File: src/rtl/asc_pkg.sv
package asc_pkg;

    localparam int MODEL_DEPTH_DEF   = 16;
    localparam int FRACTION_BITS_DEF = 32;

    localparam int S_TDATA_W = 152;
    localparam int M_TDATA_W = 72;

    typedef logic signed [47:0] fx_t;

    localparam fx_t FX_MAX = {1'b0, {47{1'b1}}};
    localparam fx_t FX_MIN = {1'b1, 47'b0};
    localparam logic [49:0] LIM_POS = {3'b000, {47{1'b1}}};
    localparam logic [49:0] LIM_NEG = {3'b001, 47'b0};

    // Item kinds carried in tuser.
    localparam logic [1:0] OP_LOAD    = 2'd0;
    localparam logic [1:0] OP_MEAS    = 2'd1;
    localparam logic [1:0] OP_RESTART = 2'd2;

    // Schedule selection.
    localparam logic [1:0] STRAT_MIN      = 2'd0;
    localparam logic [1:0] STRAT_NEIGHBOR = 2'd2;

    // Register indexes on the configuration port.
    localparam logic [2:0] REG_TARGET = 3'd0;
    localparam logic [2:0] REG_WINDOW = 3'd1;
    localparam logic [2:0] REG_STRAT  = 3'd2;
    localparam logic [2:0] REG_START  = 3'd3;
    localparam logic [2:0] REG_COUNT  = 3'd4;

    typedef logic [2:0] alu_op_t;
    localparam alu_op_t ALU_ADD  = 3'd0;
    localparam alu_op_t ALU_SUB  = 3'd1;
    localparam alu_op_t ALU_MUL  = 3'd2;
    localparam alu_op_t ALU_DIV  = 3'd3;
    localparam alu_op_t ALU_IDIV = 3'd4;

    typedef struct packed {
        logic        start;
        alu_op_t     op;
        fx_t         a;
        fx_t         b;
        logic [15:0] n;
    } alu_req_t;

    typedef struct packed {
        logic        done;
        fx_t         res;
        logic        big16;
        logic [15:0] low16;
    } alu_rsp_t;

    function automatic logic [47:0] fx_mag(fx_t a);
        return a[47] ? (~a + 48'd1) : a;
    endfunction

    // Signs a magnitude and saturates it to the 48-bit range.
    function automatic fx_t fx_pack(logic neg, logic big, logic [49:0] mag);
        logic [47:0] m48;
        m48 = mag[47:0];
        if (neg) begin
            if (big || mag > LIM_NEG) return FX_MIN;
            return fx_t'(~m48 + 48'd1);
        end
        if (big || mag > LIM_POS) return FX_MAX;
        return fx_t'(m48);
    endfunction

    function automatic fx_t fx_add(fx_t a, fx_t b);
        logic signed [48:0] s;
        s = {a[47], a} + {b[47], b};
        if (s[48] != s[47]) return s[48] ? FX_MIN : FX_MAX;
        return fx_t'(s[47:0]);
    endfunction

    function automatic fx_t fx_sub(fx_t a, fx_t b);
        logic signed [48:0] s;
        s = {a[47], a} - {b[47], b};
        if (s[48] != s[47]) return s[48] ? FX_MIN : FX_MAX;
        return fx_t'(s[47:0]);
    endfunction

endpackage

File: src/rtl/asc_alu.sv
module asc_alu import asc_pkg::*; #(
    parameter int FRACTION_BITS = FRACTION_BITS_DEF
) (
    input  logic     aclk,
    input  logic     aresetn,
    input  alu_req_t req,
    output alu_rsp_t rsp
);

    localparam int NUM_W = (48 + FRACTION_BITS > 16 + 2 * FRACTION_BITS) ?
                           48 + FRACTION_BITS : 16 + 2 * FRACTION_BITS;
    localparam int CNT_W = $clog2(NUM_W);
    localparam logic [95:0] HALF = 96'd1 << (FRACTION_BITS - 1);

    localparam logic [2:0] AM_IDLE = 3'd0;
    localparam logic [2:0] AM_MUL  = 3'd1;
    localparam logic [2:0] AM_MEND = 3'd2;
    localparam logic [2:0] AM_DIV  = 3'd3;
    localparam logic [2:0] AM_DEND = 3'd4;

    logic [2:0]       mode_reg;
    logic [CNT_W-1:0] cnt_reg;
    logic [47:0]      ma_reg, mb_reg, rem_reg;
    logic             neg_reg, ovf_reg;
    logic [95:0]      acc_reg;
    logic [NUM_W-1:0] num_reg;
    logic [48:0]      quo_reg;
    logic             done_reg, big16_reg;
    fx_t              res_reg;
    logic [15:0]      low16_reg;

    logic [23:0] a_half, b_half;
    logic [47:0] pp;
    logic [95:0] pp_sh, rnd;
    logic [48:0] r2;
    logic        ge, rup;
    logic [47:0] rem_next;
    logic [49:0] quo_rnd;

    // One 24x24 partial product per cycle, lowest first.
    always_comb begin
        a_half = cnt_reg[1] ? ma_reg[47:24] : ma_reg[23:0];
        b_half = cnt_reg[0] ? mb_reg[47:24] : mb_reg[23:0];
        pp     = a_half * b_half;
        case (cnt_reg[1:0])
            2'd0:    pp_sh = 96'(pp);
            2'd3:    pp_sh = 96'(pp) << 48;
            default: pp_sh = 96'(pp) << 24;
        endcase
        rnd = (acc_reg + HALF) >> FRACTION_BITS;
    end

    // Restoring division, one quotient bit per cycle.
    always_comb begin
        r2       = {rem_reg, num_reg[NUM_W-1]};
        ge       = r2 >= {1'b0, mb_reg};
        rem_next = ge ? 48'(r2 - {1'b0, mb_reg}) : r2[47:0];
        rup      = {rem_reg, 1'b0} >= {1'b0, mb_reg};
        quo_rnd  = 50'(quo_reg) + 50'(rup);
    end

    always_ff @(posedge aclk) begin
        done_reg <= 1'b0;
        if (!aresetn) begin
            mode_reg <= AM_IDLE;
        end else begin
            unique case (mode_reg)
                AM_IDLE: begin
                    if (req.start) begin
                        cnt_reg <= '0;
                        neg_reg <= req.a[47] ^ req.b[47];
                        mb_reg  <= fx_mag(req.b);
                        rem_reg <= '0;
                        quo_reg <= '0;
                        ovf_reg <= 1'b0;
                        unique case (req.op)
                            ALU_ADD: begin
                                res_reg  <= fx_add(req.a, req.b);
                                done_reg <= 1'b1;
                            end
                            ALU_SUB: begin
                                res_reg  <= fx_sub(req.a, req.b);
                                done_reg <= 1'b1;
                            end
                            ALU_MUL: begin
                                ma_reg   <= fx_mag(req.a);
                                acc_reg  <= '0;
                                mode_reg <= AM_MUL;
                            end
                            ALU_DIV: begin
                                if (req.b == '0) begin
                                    res_reg  <= req.a[47] ? FX_MIN : FX_MAX;
                                    done_reg <= 1'b1;
                                end else begin
                                    num_reg  <= NUM_W'(fx_mag(req.a)) << FRACTION_BITS;
                                    mode_reg <= AM_DIV;
                                end
                            end
                            ALU_IDIV: begin
                                if (req.b == '0) begin
                                    res_reg  <= FX_MAX;
                                    done_reg <= 1'b1;
                                end else begin
                                    num_reg  <= NUM_W'(req.n) << (2 * FRACTION_BITS);
                                    neg_reg  <= req.b[47];
                                    mode_reg <= AM_DIV;
                                end
                            end
                            default: begin
                                res_reg  <= '0;
                                done_reg <= 1'b1;
                            end
                        endcase
                    end
                end
                AM_MUL: begin
                    acc_reg <= acc_reg + pp_sh;
                    cnt_reg <= cnt_reg + 1'b1;
                    if (cnt_reg == CNT_W'(3)) mode_reg <= AM_MEND;
                end
                AM_MEND: begin
                    res_reg   <= fx_pack(neg_reg, |rnd[95:50], rnd[49:0]);
                    big16_reg <= |rnd[95:16];
                    low16_reg <= rnd[15:0];
                    done_reg  <= 1'b1;
                    mode_reg  <= AM_IDLE;
                end
                AM_DIV: begin
                    rem_reg <= rem_next;
                    quo_reg <= {quo_reg[47:0], ge};
                    ovf_reg <= ovf_reg | quo_reg[48];
                    num_reg <= num_reg << 1;
                    cnt_reg <= cnt_reg + 1'b1;
                    if (cnt_reg == CNT_W'(NUM_W - 1)) mode_reg <= AM_DEND;
                end
                AM_DEND: begin
                    res_reg  <= fx_pack(neg_reg, ovf_reg, quo_rnd);
                    done_reg <= 1'b1;
                    mode_reg <= AM_IDLE;
                end
                default: mode_reg <= AM_IDLE;
            endcase
        end
    end

    assign rsp.done  = done_reg;
    assign rsp.res   = res_reg;
    assign rsp.big16 = big16_reg;
    assign rsp.low16 = low16_reg;

endmodule

File: config.mk
export PLATFORM = sky130hd
export DESIGN_NAME = asc_alu
export DESIGN_NICKNAME = d
export VERILOG_FILES = /design/src/rtl/asc_pkg.sv /design/src/rtl/asc_alu.sv
export SDC_FILE = /design/constraint.sdc
export NUM_CORES = 2
export LEC_CHECK = 0
export BUFFER_PORTS_ARGS = -buffer_cell sky130_fd_sc_hd__buf_2
export CAP_MARGIN = 20
export CORE_MARGIN = 8
export CORE_UTILIZATION = 40
export DETAILED_ROUTE_END_ITERATION = 10
export GPL_TIMING_DRIVEN = 0
export HOLD_SLACK_MARGIN = 0.08
export SYNTH_ARGS = -nofsm -noshare
export SYNTH_HDL_FRONTEND = slang
export SYNTH_SLANG_ARGS = --single-unit
File: constraint.sdc
create_clock -name aclk -period 15.7 [get_ports aclk]
set_input_delay 0 -clock aclk [delete_from_list [all_inputs] [get_ports aclk]]
set_output_delay 0 -clock aclk [all_outputs]
set_load 0.03 [all_outputs]
==> results.md <==
- Layout area overhead: 12.21%
- Fmax: 68.13 MHz
- Share of flip-flops with an asynchronous set or reset: 0%
- WS Path Type: flop to flop
- Syn Inst Count: 7120
- Initial antenna violation count: 34
- Max incr delay on CP: 0.84 ns
- Synth Area in XOR/XNOR: 7.138%
- Gr ovfl total: 0
- Slowest CP cell: a2111oi_0
- Tmin final: 14.68 ns
- # DRC: 0
- Top_reg_cell synth: edfxtp_1
- Seq/Total Area, Yosys: 20.96%
- Worst skew pair latency: 0.69 ns
- Port Buffer Count: 182
- Metal3 WL: 24.02 mm
- Rel. slew slack: 15.09%
- WL met1: 104.8 mm
- 1st-iter DRT viols: 6035
- Warnings, synthesis: 0
- DR pass1 iterations: 9
- CTS Sinks: 415
- Clock root buffer: clkbuf_16
- Post-Syn Area: 59270 um2
- Routed wire per std cell: 26.19 um
- Final ANT Viol Nets: 0
- Routed vias: 57668
- Synth Area in Compound Gates: 17.89%
- Slew Limit Fails: 0
- Number of global-route vias before repair: 55498
- Global-route wire length before repair: 366.3 mm
- Most frequent cell after synthesis: inv_1
- Post-detail-place hpwl: 205.9 mm
- Die Span Y: 400.9 um
- Layout cell share with drive strength beyond 1: 6.006%
- Worst hold-check path type: input port to flop
- Synth top cells by count: inv_1 (802), nand2_1 (747), nor2_1 (700), fa_1 (486), a21oi_1 (466)
- Setup TNS: 0 ns
- Skew final: 0.07802 ns
- Slew @ Worst Pin: 1.265 ns
- Initial cell density of the core: 40.19%
- # Post-CTS Setup Buffers: 0
- Vias per cell: 6.040
- Synth Net Count: 8149
- Post-synth cell types: 98
- Seq cells post-synth: 415
- Period utilization: 93.49%
- Die area: 160700 um2
- CP required: 16.10 ns
- CTS Buffer Depth: 3
- CTS tree: built
- Flop2flop setup slack: 1.02 ns
- Synth top area share: 20.82%
- Syn avg cell area: 8.324 um2
- Max FO, Critical Path: 10
- Row count: 141
- DIE WIDTH: 400.9 um
- Max-cap violations: 0
- DR top layer: met5
- Post-synthesis simple-gate area fraction: 19.48%
- Pin count of the biggest net entering global routing: 37
- CORE AREA: 147500 um2
- Number of flops mapped to enable cells by yosys: 411
- Status: finished clean
- Critical Path AT: 15.07 ns
- Fillers: 14747
- Gr usage total: 29.77%
- RSZ-0062 raised after global routing: no
- Final layout net count: 8580
- Setup crit start kind: flop
- GPL Wtd Cong: 1.051
- Worst Setup End Kind: flop
- Max FFs per register: 96
- Final Hold Vio Count: 0
- Worst-path clk slew: 0.07 ns
- Post-Synth Adder-Cell Area: 25.39%
- TritonCTS Buffers: 49
- Ranking of synthesized cells by area: edfxtp_1 (21%), fa_1 (16%), ha_1 (9.0%)
- Combinational family with the most area after synthesis: adder cells
- Endpoints failing setup: 0
- Multiplexer area fraction after synthesis: 1.647%
- Io pins: 184
- Area leader, netlist: edfxtp_1
- H-tree depth: 2
- Final wirelength: 250.1 mm
- WL met2: 107.1 mm
- Crit-path most repeated cell: fa_1
==> worst max-delay path: cells and delay by family, from the launching register on <==
family,cells,cell delay [ns]
flip-flops,1,0.35
AO/OA/AOI/OAI,10,4.72
adder cells (fa/ha/maj),9,4.28
XOR/XNOR,1,0.49
multiplexers,1,0.48
buffers and inverters,9,2.78
AND/OR/NAND/NOR,8,1.33
==> cell type report <==
type | count | area (um2) | share of cell area (%)
sequential | 415 | 12420 | 18.68
inverter | 803 | 3014 | 4.532
antenna | 26 | 65.06 | 0.09783
multi-input combinational | 5531 | 42510 | 63.92
timing repair buffer | 380 | 3012 | 4.528
tap | 1930 | 2415 | 3.631
buffer | 371 | 1434 | 2.156
clock buffer | 56 | 1274 | 1.915
clock inverter | 36 | 361.6 | 0.5437
==> stage by stage <==
stage | hold WS (ns) | setup slack (ns) | instance area [um2] | utilization (%) | instances
floorplan | 0.09887 | 4.855 | 59270 | - | 7120
global placement | 0.3621 | 0.6335 | 62590 | 42.44 | 9232
detailed placement | 0.3814 | 0.8603 | 63250 | 42.89 | 9275
CTS | 0.08101 | 0.7879 | 66430 | 45.04 | 9521
global route | 0.1333 | 0.3760 | 66480 | 45.08 | 9538
finish | 0.1558 | 1.022 | 66510 | 45.09 | 9548
==> metal layers <==
layer | track usage, % | vias up
li1 | - | 25642
met1 | 40.90 | 28242
met2 | 45.39 | 3085
met3 | 5.963 | 689
met4 | 13.14 | 10
met5 | 0 | -
==> kinds of logic after synthesis <==
| kind of cell | Yosys count |
|---|---|
| mux | 94 |
| fa+ha+maj | 911 |
| xor+xnor | 483 |
| simple gates | 2440 |
| flops | 415 |
| compound gates | 1603 |
| buf+inv | 1174 |
==> worst paths after layout <==
check,start,end,depth (start not counted)
max reg2reg,cnt_reg[1],acc_reg[86],38
min reg2reg,num_reg[37],num_reg[38],1
max,cnt_reg[1],acc_reg[86],38
min,req[63],mode_reg[1],5
==> cells in the final DEF, fill, tap and decap left out, types with 42 or more instances in the layout <==
cell             n
nand2b_1        42
clkbuf_1       334
nor3_1         140
nor4_1          63
xnor2_1        357
nor2_1         698
and3_1         105
edfxtp_1       411
o31ai_1         66
nand3_1        181
nand2_1        747
fa_1           486
a22o_1          69
mux2i_1         55
and2_1          69
xor2_1         126
a21o_1         142
a21oi_1        464
o21ai_0        290
nand4_1        127
clkbuf_16       50
o21bai_1        83
dlygate4sd3_1  154
a211oi_1        50
or3_1           59
ha_1           425
inv_1          802
buf_2          206
==> what timing repair did <==
| item | 4_1_cts | 5_1_grt |
|---|---|---|
| hold buffers | 154 | 0 |
| resized for setup | 0 | 1 |
| hold endpoints to repair | 161 | 0 |
| setup endpoints to repair | 0 | 1 |
Power is left out: the tool's default activity adds up to more than one toggle a clock period on the data nets, which glitch-free logic cannot reach.
